$ cat src/rtl/core/msd_pkg.sv
// Shared types, codes and tag decode for the MessagePack stream decoder.
`timescale 1ns / 1ps
`default_nettype none
package msd_pkg;

    localparam logic [3:0] KIND_NONE   = 4'd0;
    localparam logic [3:0] KIND_NIL    = 4'd1;
    localparam logic [3:0] KIND_BOOL   = 4'd2;
    localparam logic [3:0] KIND_INT    = 4'd3;
    localparam logic [3:0] KIND_F32    = 4'd4;
    localparam logic [3:0] KIND_F64    = 4'd5;
    localparam logic [3:0] KIND_STR    = 4'd6;
    localparam logic [3:0] KIND_STRB   = 4'd7;
    localparam logic [3:0] KIND_ARRAY  = 4'd8;
    localparam logic [3:0] KIND_MAP    = 4'd9;

    localparam logic [2:0] STAT_RUNNING   = 3'd0;
    localparam logic [2:0] STAT_COMPLETE  = 3'd1;
    localparam logic [2:0] STAT_TRUNCATED = 3'd2;
    localparam logic [2:0] STAT_BAD_TAG   = 3'd3;
    localparam logic [2:0] STAT_TRAILING  = 3'd4;
    localparam logic [2:0] STAT_EMPTY     = 3'd5;
    localparam logic [2:0] STAT_TOO_DEEP  = 3'd6;

    localparam logic [7:0] TAG_POSFIX_MAX = 8'h7f;
    localparam logic [7:0] TAG_NEGFIX_MIN = 8'he0;
    localparam logic [7:0] TAG_FIXSTR_MIN = 8'ha0;
    localparam logic [7:0] TAG_FIXSTR_MAX = 8'hbf;
    localparam logic [7:0] TAG_FIXARR_MIN = 8'h90;
    localparam logic [7:0] TAG_FIXARR_MAX = 8'h9f;
    localparam logic [7:0] TAG_FIXMAP_MIN = 8'h80;
    localparam logic [7:0] TAG_FIXMAP_MAX = 8'h8f;
    localparam logic [7:0] TAG_NIL        = 8'hc0;
    localparam logic [7:0] TAG_FALSE      = 8'hc2;
    localparam logic [7:0] TAG_TRUE       = 8'hc3;
    localparam logic [7:0] TAG_F32        = 8'hca;
    localparam logic [7:0] TAG_F64        = 8'hcb;
    localparam logic [7:0] TAG_U8         = 8'hcc;
    localparam logic [7:0] TAG_U16        = 8'hcd;
    localparam logic [7:0] TAG_U32        = 8'hce;
    localparam logic [7:0] TAG_U64        = 8'hcf;
    localparam logic [7:0] TAG_I8         = 8'hd0;
    localparam logic [7:0] TAG_I16        = 8'hd1;
    localparam logic [7:0] TAG_I32        = 8'hd2;
    localparam logic [7:0] TAG_I64        = 8'hd3;
    localparam logic [7:0] TAG_STR8       = 8'hd9;
    localparam logic [7:0] TAG_STR16      = 8'hda;
    localparam logic [7:0] TAG_STR32      = 8'hdb;
    localparam logic [7:0] TAG_ARR16      = 8'hdc;
    localparam logic [7:0] TAG_ARR32      = 8'hdd;
    localparam logic [7:0] TAG_MAP16      = 8'hde;
    localparam logic [7:0] TAG_MAP32      = 8'hdf;

    localparam logic [4:0] DEPTH_LIMIT_RESET = 5'd16;

    typedef struct packed {
        logic [7:0] data_byte;
        logic       end_marker;
    } in_item_t;

    typedef struct packed {
        logic [3:0]  token_kind;
        logic [63:0] token_value;
        logic        is_map_key;
        logic [4:0]  nesting_depth;
        logic [2:0]  status;
    } token_t;

    // One open container: map flag and items still due (a map counts keys and values).
    typedef struct packed {
        logic        is_map;
        logic [32:0] count;
    } stack_entry_t;

    function automatic logic [3:0] header_len(input logic [7:0] tag);
        logic [3:0] len;
        begin
            case (tag)
                TAG_U8, TAG_I8, TAG_STR8:                           len = 4'd1;
                TAG_U16, TAG_I16, TAG_STR16, TAG_ARR16, TAG_MAP16:  len = 4'd2;
                TAG_F32, TAG_U32, TAG_I32, TAG_STR32, TAG_ARR32,
                TAG_MAP32:                                          len = 4'd4;
                TAG_F64, TAG_U64, TAG_I64:                          len = 4'd8;
                default:                                            len = 4'd0;
            endcase
            return len;
        end
    endfunction

endpackage
`default_nettype wire

$ cat src/rtl/core/msd_if.sv
// Valid/ready stream interfaces for input bytes and output tokens.
`timescale 1ns / 1ps
`default_nettype none
interface msd_in_if;
    import msd_pkg::*;
    logic     valid;
    logic     ready;
    in_item_t payload;
    modport source (output valid, output payload, input ready);
    modport sink (input valid, input payload, output ready);
endinterface

interface msd_out_if;
    import msd_pkg::*;
    logic   valid;
    logic   ready;
    token_t payload;
    modport source (output valid, output payload, input ready);
    modport sink (input valid, input payload, output ready);
endinterface
`default_nettype wire

$ cat src/rtl/core/msgpack_stream_decoder.sv
// Top level: MessagePack byte stream to token stream decoder.
// Takes one byte (or the end marker) per beat and returns exactly one token beat for it.
// When a value closes containers, the decoder refills the top register with one
// memory read of the container stack for each level that it closes while another
// container still encloses it; no input is taken meanwhile. The top open container
// is held in a register and the ones below it in the stack memory.
// The input stays stalled while a token waits in the output register and is not taken.
// The user must write depth_limit through cfg_wr_en/cfg_wr_data only while idle; the block does not enforce it.
`timescale 1ns / 1ps
`default_nettype none
module msgpack_stream_decoder #(
    parameter int MAX_DEPTH = 16
) (
    input  wire        clk,
    input  wire        rst_n,
    msd_in_if.sink     item,
    msd_out_if.source  token,
    input  wire        cfg_wr_en,
    input  wire  [4:0] cfg_wr_data
);
    import msd_pkg::*;

    localparam int SPW = $clog2(MAX_DEPTH + 1);
    localparam int AW  = (MAX_DEPTH > 1) ? $clog2(MAX_DEPTH) : 1;
    localparam int LW  = (SPW > 5) ? SPW : 5;

    localparam logic [1:0] PH_TAG    = 2'd0;
    localparam logic [1:0] PH_HEADER = 2'd1;
    localparam logic [1:0] PH_STRING = 2'd2;

    localparam logic ST_IDLE = 1'b0;
    localparam logic ST_LOAD = 1'b1;

    localparam logic [1:0] ACT_NONE   = 2'd0;
    localparam logic [1:0] ACT_SCALAR = 2'd1;
    localparam logic [1:0] ACT_STR    = 2'd2;
    localparam logic [1:0] ACT_CONT   = 2'd3;

    logic            st_reg, st_next;
    logic [1:0]      phase_reg, phase_next;
    logic [3:0]      hdr_left_reg, hdr_left_next;
    logic [63:0]     acc_reg, acc_next;
    logic [7:0]      ptag_reg, ptag_next;
    logic [31:0]     str_left_reg, str_left_next;
    stack_entry_t    top_reg, top_next;
    logic [SPW-1:0]  sp_reg, sp_next;
    logic            top_done_reg, top_done_next;
    logic [2:0]      err_reg, err_next;
    logic            seen_reg, seen_next;
    logic [4:0]      lim_reg;
    token_t          out_reg, out_next;
    logic            out_valid_reg, out_valid_next;

    logic            accept;
    logic            key_due;
    logic [LW-1:0]   sp_w;
    logic [LW-1:0]   lim_eff;
    logic [7:0]      b;
    logic            is_str;
    logic [3:0]      hlen;
    logic [1:0]      act;
    logic [3:0]      act_kind;
    logic [63:0]     act_val;
    logic            act_map;
    logic [31:0]     act_len;
    logic            done_req;
    logic [32:0]     left;
    logic [SPW-1:0]  sp_dec;
    logic [SPW-1:0]  sp_dec2;

    logic            mem_we;
    logic [AW-1:0]   mem_waddr;
    stack_entry_t    mem_wdata;
    logic            mem_re;
    logic [AW-1:0]   mem_raddr;
    stack_entry_t    mem_rdata;

    msd_stack_mem #(
        .DEPTH (MAX_DEPTH),
        .AW    (AW)
    ) u_stack (
        .clk     (clk),
        .wr_en   (mem_we),
        .wr_addr (mem_waddr),
        .wr_data (mem_wdata),
        .rd_en   (mem_re),
        .rd_addr (mem_raddr),
        .rd_data (mem_rdata)
    );

    assign item.ready    = (st_reg == ST_IDLE) && (!out_valid_reg || token.ready);
    assign accept        = item.valid && item.ready;
    assign token.valid   = out_valid_reg;
    assign token.payload = out_reg;

    assign b       = item.payload.data_byte;
    assign sp_w    = LW'(sp_reg);
    assign lim_eff = (LW'(lim_reg) > LW'(MAX_DEPTH)) ? LW'(MAX_DEPTH) : LW'(lim_reg);
    assign key_due = (sp_reg != '0) && top_reg.is_map && !top_reg.count[0];
    assign is_str  = ((b >= TAG_FIXSTR_MIN) && (b <= TAG_FIXSTR_MAX)) ||
                     (b == TAG_STR8) || (b == TAG_STR16) || (b == TAG_STR32);
    assign hlen    = header_len(b);
    assign sp_dec  = sp_reg - 1'b1;
    assign sp_dec2 = sp_reg - 2'd2;

    always_comb
    begin
        st_next        = st_reg;
        phase_next     = phase_reg;
        hdr_left_next  = hdr_left_reg;
        acc_next       = acc_reg;
        ptag_next      = ptag_reg;
        str_left_next  = str_left_reg;
        top_next       = top_reg;
        sp_next        = sp_reg;
        top_done_next  = top_done_reg;
        err_next       = err_reg;
        seen_next      = seen_reg;
        out_next       = out_reg;
        out_valid_next = out_valid_reg && !token.ready;
        act            = ACT_NONE;
        act_kind       = KIND_NONE;
        act_val        = '0;
        act_map        = 1'b0;
        act_len        = '0;
        done_req       = 1'b0;
        left           = '0;
        mem_we         = 1'b0;
        mem_waddr      = sp_dec[AW-1:0];
        mem_wdata      = top_reg;
        mem_re         = 1'b0;
        mem_raddr      = sp_dec2[AW-1:0];

        if (st_reg == ST_IDLE)
        begin
            if (accept)
            begin
                out_valid_next         = 1'b1;
                out_next.token_kind    = KIND_NONE;
                out_next.token_value   = '0;
                out_next.is_map_key    = 1'b0;
                out_next.nesting_depth = sp_w[4:0];
                out_next.status        = STAT_RUNNING;

                if (item.payload.end_marker)
                begin
                    out_next.nesting_depth = '0;
                    if (err_reg != STAT_RUNNING)
                        out_next.status = err_reg;
                    else if (!seen_reg)
                        out_next.status = STAT_EMPTY;
                    else if (top_done_reg)
                        out_next.status = STAT_COMPLETE;
                    else
                        out_next.status = STAT_TRUNCATED;
                    phase_next    = PH_TAG;
                    hdr_left_next = '0;
                    acc_next      = '0;
                    ptag_next     = '0;
                    str_left_next = '0;
                    sp_next       = '0;
                    top_done_next = 1'b0;
                    err_next      = STAT_RUNNING;
                    seen_next     = 1'b0;
                end
                else if (err_reg != STAT_RUNNING)
                begin
                    out_next.status = err_reg;
                end
                else
                begin
                    seen_next = 1'b1;
                    if (top_done_reg)
                    begin
                        err_next        = STAT_TRAILING;
                        out_next.status = STAT_TRAILING;
                    end
                    else if (phase_reg == PH_STRING)
                    begin
                        out_next.token_kind  = KIND_STRB;
                        out_next.token_value = 64'(b);
                        out_next.is_map_key  = key_due;
                        str_left_next        = str_left_reg - 1'b1;
                        if (str_left_reg == 32'd1)
                        begin
                            phase_next = PH_TAG;
                            done_req   = 1'b1;
                        end
                    end
                    else if (phase_reg == PH_HEADER)
                    begin
                        acc_next      = {acc_reg[55:0], b};
                        hdr_left_next = hdr_left_reg - 1'b1;
                        if (hdr_left_reg == 4'd1)
                        begin
                            phase_next = PH_TAG;
                            case (ptag_reg)
                                TAG_F32:
                                begin
                                    act = ACT_SCALAR; act_kind = KIND_F32;
                                    act_val = 64'(acc_next[31:0]);
                                end
                                TAG_F64:
                                begin
                                    act = ACT_SCALAR; act_kind = KIND_F64; act_val = acc_next;
                                end
                                TAG_I8:
                                begin
                                    act = ACT_SCALAR; act_kind = KIND_INT;
                                    act_val = {{56{acc_next[7]}}, acc_next[7:0]};
                                end
                                TAG_I16:
                                begin
                                    act = ACT_SCALAR; act_kind = KIND_INT;
                                    act_val = {{48{acc_next[15]}}, acc_next[15:0]};
                                end
                                TAG_I32:
                                begin
                                    act = ACT_SCALAR; act_kind = KIND_INT;
                                    act_val = {{32{acc_next[31]}}, acc_next[31:0]};
                                end
                                TAG_STR8, TAG_STR16, TAG_STR32:
                                begin
                                    act = ACT_STR; act_len = acc_next[31:0];
                                end
                                TAG_ARR16, TAG_ARR32:
                                begin
                                    act = ACT_CONT; act_map = 1'b0; act_len = acc_next[31:0];
                                end
                                TAG_MAP16, TAG_MAP32:
                                begin
                                    act = ACT_CONT; act_map = 1'b1; act_len = acc_next[31:0];
                                end
                                default:
                                begin
                                    act = ACT_SCALAR; act_kind = KIND_INT; act_val = acc_next;
                                end
                            endcase
                        end
                    end
                    else
                    begin
                        if (key_due && !is_str)
                        begin
                            err_next        = STAT_BAD_TAG;
                            out_next.status = STAT_BAD_TAG;
                        end
                        else if (b <= TAG_POSFIX_MAX)
                        begin
                            act = ACT_SCALAR; act_kind = KIND_INT; act_val = 64'(b);
                        end
                        else if (b >= TAG_NEGFIX_MIN)
                        begin
                            act = ACT_SCALAR; act_kind = KIND_INT; act_val = {{56{1'b1}}, b};
                        end
                        else if ((b >= TAG_FIXSTR_MIN) && (b <= TAG_FIXSTR_MAX))
                        begin
                            act = ACT_STR; act_len = 32'(b[4:0]);
                        end
                        else if ((b >= TAG_FIXARR_MIN) && (b <= TAG_FIXARR_MAX))
                        begin
                            act = ACT_CONT; act_map = 1'b0; act_len = 32'(b[3:0]);
                        end
                        else if ((b >= TAG_FIXMAP_MIN) && (b <= TAG_FIXMAP_MAX))
                        begin
                            act = ACT_CONT; act_map = 1'b1; act_len = 32'(b[3:0]);
                        end
                        else if (b == TAG_NIL)
                        begin
                            act = ACT_SCALAR; act_kind = KIND_NIL;
                        end
                        else if ((b == TAG_FALSE) || (b == TAG_TRUE))
                        begin
                            act = ACT_SCALAR; act_kind = KIND_BOOL; act_val = 64'(b[0]);
                        end
                        else if (hlen == 4'd0)
                        begin
                            err_next        = STAT_BAD_TAG;
                            out_next.status = STAT_BAD_TAG;
                        end
                        else
                        begin
                            ptag_next     = b;
                            hdr_left_next = hlen;
                            acc_next      = '0;
                            phase_next    = PH_HEADER;
                        end
                    end
                end

                case (act)
                    ACT_SCALAR:
                    begin
                        out_next.token_kind  = act_kind;
                        out_next.token_value = act_val;
                        done_req             = 1'b1;
                    end
                    ACT_STR:
                    begin
                        out_next.token_kind  = KIND_STR;
                        out_next.token_value = 64'(act_len);
                        out_next.is_map_key  = key_due;
                        if (act_len == '0)
                            done_req = 1'b1;
                        else
                        begin
                            phase_next    = PH_STRING;
                            str_left_next = act_len;
                        end
                    end
                    ACT_CONT:
                    begin
                        if (sp_w >= lim_eff)
                        begin
                            err_next        = STAT_TOO_DEEP;
                            out_next.status = STAT_TOO_DEEP;
                        end
                        else
                        begin
                            out_next.token_kind  = act_map ? KIND_MAP : KIND_ARRAY;
                            out_next.token_value = 64'(act_len);
                            if (act_len == '0)
                                done_req = 1'b1;
                            else
                            begin
                                // spill the current top below the new entry
                                mem_we         = (sp_reg != '0);
                                top_next.is_map = act_map;
                                top_next.count  = act_map ? {act_len, 1'b0} : {1'b0, act_len};
                                sp_next        = sp_reg + 1'b1;
                            end
                        end
                    end
                    default:
                    begin
                    end
                endcase

                if (done_req)
                begin
                    if (sp_reg == '0)
                        top_done_next = 1'b1;
                    else
                    begin
                        left = top_reg.count - 33'd1;
                        if (left != '0)
                            top_next.count = left;
                        else
                        begin
                            sp_next = sp_dec;
                            if (sp_dec == '0)
                                top_done_next = 1'b1;
                            else
                            begin
                                mem_re  = 1'b1;
                                st_next = ST_LOAD;
                            end
                        end
                    end
                end
            end
        end
        else
        begin
            // refill top from memory and retire one item of it
            left     = mem_rdata.count - 33'd1;
            top_next = mem_rdata;
            st_next  = ST_IDLE;
            if (left != '0)
                top_next.count = left;
            else
            begin
                sp_next = sp_dec;
                if (sp_dec == '0)
                    top_done_next = 1'b1;
                else
                begin
                    mem_re  = 1'b1;
                    st_next = ST_LOAD;
                end
            end
        end
    end

    always_ff @(posedge clk or negedge rst_n)
    begin
        if (!rst_n)
        begin
            st_reg        <= ST_IDLE;
            phase_reg     <= PH_TAG;
            hdr_left_reg  <= '0;
            acc_reg       <= '0;
            ptag_reg      <= '0;
            str_left_reg  <= '0;
            sp_reg        <= '0;
            top_done_reg  <= 1'b0;
            err_reg       <= STAT_RUNNING;
            seen_reg      <= 1'b0;
            lim_reg       <= DEPTH_LIMIT_RESET;
            out_valid_reg <= 1'b0;
        end
        else
        begin
            st_reg        <= st_next;
            phase_reg     <= phase_next;
            hdr_left_reg  <= hdr_left_next;
            acc_reg       <= acc_next;
            ptag_reg      <= ptag_next;
            str_left_reg  <= str_left_next;
            sp_reg        <= sp_next;
            top_done_reg  <= top_done_next;
            err_reg       <= err_next;
            seen_reg      <= seen_next;
            out_valid_reg <= out_valid_next;
            if (cfg_wr_en)
                lim_reg <= cfg_wr_data;
        end
    end

    always_ff @(posedge clk)
    begin
        top_reg <= top_next;
        out_reg <= out_next;
    end

    a_sp_bound: assert property (@(posedge clk) disable iff (!rst_n)
        LW'(sp_reg) <= LW'(MAX_DEPTH))
        else $error("stack pointer beyond depth");

    a_load_nonempty: assert property (@(posedge clk) disable iff (!rst_n)
        (st_reg == ST_LOAD) |-> (sp_reg != '0))
        else $error("stack refill with empty stack");

    a_accept_token: assert property (@(posedge clk) disable iff (!rst_n)
        accept |=> out_valid_reg)
        else $error("accepted beat produced no token");

    a_no_push_in_load: assert property (@(posedge clk) disable iff (!rst_n)
        (st_reg == ST_LOAD) |-> !mem_we)
        else $error("stack write during refill");
endmodule
`default_nettype wire

$ cat src/rtl/core/msd_stack_mem.sv
// Container stack memory: one write port, one registered read port.
`timescale 1ns / 1ps
`default_nettype none
module msd_stack_mem #(
    parameter int DEPTH = 16,
    parameter int AW    = 4
) (
    input  wire                          clk,
    input  wire                          wr_en,
    input  wire  [AW-1:0]                wr_addr,
    input  wire  msd_pkg::stack_entry_t  wr_data,
    input  wire                          rd_en,
    input  wire  [AW-1:0]                rd_addr,
    output msd_pkg::stack_entry_t        rd_data
);
    import msd_pkg::*;

    stack_entry_t mem [DEPTH];

    always_ff @(posedge clk)
    begin
        if (wr_en)
        begin
            mem[wr_addr] <= wr_data;
        end
    end

    always_ff @(posedge clk)
    begin
        if (rd_en)
        begin
            rd_data <= mem[rd_addr];
        end
    end
endmodule
`default_nettype wire

$ cat src/flat_wrapper.sv
// flat-port wrapper written by rule: the top's interface ports become plain ports
module msgpack_stream_decoder_flat import msd_pkg::*;
#(
    parameter int MAX_DEPTH = 16
)
  (clk, rst_n, cfg_wr_en, cfg_wr_data, item_valid, item_payload, item_ready, token_valid, token_payload, token_ready);
  msd_in_if item_i ();
  msd_out_if token_i ();
  input  wire clk;
  input  wire rst_n;
  input  wire cfg_wr_en;
  input  wire  [4:0] cfg_wr_data;
  input wire logic [$bits(item_i.valid)-1:0] item_valid;
  input wire logic [$bits(item_i.payload)-1:0] item_payload;
  output wire logic [$bits(item_i.ready)-1:0] item_ready;
  output wire logic [$bits(token_i.valid)-1:0] token_valid;
  output wire logic [$bits(token_i.payload)-1:0] token_payload;
  input wire logic [$bits(token_i.ready)-1:0] token_ready;
  assign item_i.valid = item_valid;
  assign item_i.payload = item_payload;
  assign item_ready = item_i.ready;
  assign token_valid = token_i.valid;
  assign token_payload = token_i.payload;
  assign token_i.ready = token_ready;
  msgpack_stream_decoder #(.MAX_DEPTH(MAX_DEPTH)) u_core (.clk(clk), .rst_n(rst_n), .item(item_i), .token(token_i), .cfg_wr_en(cfg_wr_en), .cfg_wr_data(cfg_wr_data));
endmodule
$ cat config.mk
export PLATFORM = sky130hd
export DESIGN_NAME = msgpack_stream_decoder_flat
export DESIGN_NICKNAME = d
export VERILOG_FILES = /design/src/rtl/core/msd_pkg.sv /design/src/rtl/core/msd_if.sv /design/src/rtl/core/msgpack_stream_decoder.sv /design/src/rtl/core/msd_stack_mem.sv /design/src/flat_wrapper.sv
export SDC_FILE = /design/constraint.sdc
export NUM_CORES = 1
export LEC_CHECK = 0
export ABC_CLOCK_PERIOD_IN_PS = 14940
export BUFFER_PORTS_ARGS = -buffer_cell sky130_fd_sc_hd__buf_2
export CAP_MARGIN = 25
export CELL_PAD_IN_SITES_DETAIL_PLACEMENT = 0
export CELL_PAD_IN_SITES_GLOBAL_PLACEMENT = 1
export CORE_ASPECT_RATIO = 1.5
export CORE_MARGIN = 4
export CORE_UTILIZATION = 35
export CTS_CLUSTER_SIZE = 16
export DETAILED_ROUTE_END_ITERATION = 8
export PLACE_DENSITY = 0.54
export SKIP_LAST_GASP = 1
export SYNTH_ARGS = -nofsm -noshare
export SYNTH_HDL_FRONTEND = slang
export SYNTH_SLANG_ARGS = --single-unit
$ cat constraint.sdc
create_clock -name clk -period 14.94 [get_ports clk]
set_clock_uncertainty 0.1 [all_clocks]
set_input_delay 2.988 -clock clk [delete_from_list [all_inputs] [get_ports clk]]
set_output_delay 2.988 -clock clk [all_outputs]
set_load 0.02 [all_outputs]
==> metrics <==
max cap viols 0; final worst setup slack between 8000 and 9000 ps; cell taking the most area after synthesis edfxtp_1; Data required, critical path 15140 ps; met3 usage 0.02506; share of layout cells above drive strength 1 0.2020; Peak supply drop 0.08641 mV; setup TNS 0 ps; post-synthesis cell count between 2000 and 3000; CTS max path bufs 3; post-cts resize count 0; ANT cells 0; Initial DRC Count 1800; Synth area leaders edfxtp_1 56%, mux4_2 10%, dfrtp_1 8.0%; Site Rows ~150; dpl cells between 3000 and 4000; Post-CTS Setup Bufs 0; total power 5.983 mW; worst hold-check path type flop to flop; drt drc 0; met2 GRT Util 0.3403; Power Density 143.1 nW/µm²; CP Class primary input to flop; via count between 20000 and 25000; Hold Path Depth 2; final hold slack 369.3 ps; final net count roughly 2700; core area 104100 µm²; EDFF count, synth between 600 and 700; H-tree levels 3; pin count of the biggest net entering global routing ~140; Area growth syn-to-layout 13.78%; Max transition margin 0.3129; Synth Net Count around 2600; Arr. time, crit path 7050 ps; CTS buffer count 84; sequential-to-total area share from yosys stat 0.6441; later-pin clock latency in the skew report 670 ps; I/O Pins 98; unrepaired setup endpoints after global routing false; area of placed instances 38930 µm²; fmax around 150 MHz; CP max FO between 40 and 50; # hold bufs at CTS 0; R2R cell count 10; final period utilization 0.4584; port bufs 97; DIE HEIGHT between 400 and 500 µm; mapped cell area about 37000 µm²; GR Layer Usage met1 0.2441; Critical Path Sink Type flop; Post-Layout Cell Count 4114; Leak between 10 and 15 nW; routed wire length roughly 110 mm; Worst Tran Pin Value about 1000 ps; final count of hold timing violations 0; number of flip-flops in the largest register ~540; Initial Util 0.3529; most common cell in the synthesized netlist edfxtp_1; global-route wire length before repair approximately 160 mm; Max Slew Vio Count 0; Final Core Density 0.4015; cell area after layout about 42000 µm²; clock slew at reported path FFs 60 ps; post-route ant nets 0; Die W about 270 µm; Layout fillers 9721; gr busiest metal met2; Die ar. ~110000 µm²; ys flop type edfxtp_1; number of global-route vias before repair 23640; DP HPWL between 70 and 80 mm; final setup violation count 0; initial antenna violation count 0; pre-CTS setup slack 7458 ps; Async SR Flop Fraction 0.1473; post-synthesis register bit count between 800 and 900; Yosys cell types 108; Mean Syn Cell Area 14.17 µm²; Synth warnings 0; CTS root buf clkbuf_16; CTS tree yes; critical path startpoint category primary input; DR pass1 iterations 5; gpl congestion between 0.9 and 1; GR Overflow Total 0; Tot GR Track Use 0.1941; top-area cell type share of the netlist area 0.5630; clock sink total 808; wire per inst roughly 26 µm; Via density ~5.6; Commonest cells post-synth 689 x edfxtp_1, 245 x nand2_1, 191 x o21ai_0, 170 x mux4_2, 147 x clkbuf_1; Period minus WS final approximately 7000 ps; status finished, final reports clean
==> path summary, 6_finish.rpt <==
kind                                         startpoint                         end  slack [ps]
worst max-delay path                    item_payload[0]  u_core.u_stack.mem[12][26]        8090
worst min-delay path            u_core.str_left_reg[20]     u_core.str_left_reg[20]         370
worst max register to register      u_core.mem_wdata[1]  u_core.u_stack.rd_data[26]        9130
worst min register to register  u_core.str_left_reg[20]     u_core.str_left_reg[20]         370
max in group asynchronous                         rst_n          u_core.acc_reg[49]       11150
min in group asynchronous                         rst_n      u_core.hdr_left_reg[1]        2190
==> report_power, final <==
| part | leakage [nW] | internal (mW) | switching, mW | total, mW |
|---|---|---|---|---|
| registers | 7.88 | 2.60 | 0.143 | 2.74 |
| logic | 4.28 | 0.438 | 0.650 | 1.09 |
| clock network | 1.36 | 1.23 | 0.920 | 2.15 |
==> critical path, cell delays in order <==
cell,delay (ps)
buf_2,100
buf_4,300
nor2b_1,270
nand2b_1,270
or4_1,810
o211ai_2,430
nand4_1,150
buf_4,290
nor3_2,280
nand2_1,300
nor2_4,370
buf_4,440
==> layer usage <==
metal,wire length (µm),share of wire,vias up
met5,0,0,-
met3,4539,0.042,199
met2,55030,0.51,663
met1,44370,0.41,12060
li1,-,-,10280
met4,4323,0.040,0
==> cells in the final DEF (no fill, tap or decap), types with 18 or more instances in the layout <==
cell type    n
nand2_1    245
o21ai_0    190
edfxtp_1   689
buf_2       96
or3_1       26
xnor2_1     33
ha_1        21
inv_1       32
o31ai_1     20
mux2i_1     24
nand3_1     45
nor4_1      42
mux4_2     170
nand4_1     23
nor2b_1     21
nor3_1      63
nor2_1     133
clkbuf_16   88
dfrtp_1    115
a21oi_1    126
buf_4       57
nand2b_1    18
==> final cells by class <==
cell class | count | area [µm²] | share of cell area
Sequential cell | 808 | 23680 | 0.5663
Multi-Input combinational cell | 1562 | 12340 | 0.2952
Clock buffer | 102 | 2275 | 0.05441
Tap cell | 1396 | 1747 | 0.04178
Timing Repair Buffer | 162 | 1085 | 0.02595
Clock inverter | 50 | 554.3 | 0.01326
Inverter | 34 | 130.1 | 0.003112
==> cell families (layout without fill, tap and decap cells) <==
family	count (synthesis)	count (layout)	synth area share
DFF	808	808	0.6441
adders and majority gates	22	22	0.007491
buffers and inverters	223	348	0.02526
muxes	204	204	0.1139
AOI/OAI and AO/OA	546	546	0.09578
and+or+nand+nor	741	741	0.1018
xor gates and xnor gates	49	49	0.01168
(Power assumes the default switching activity.)
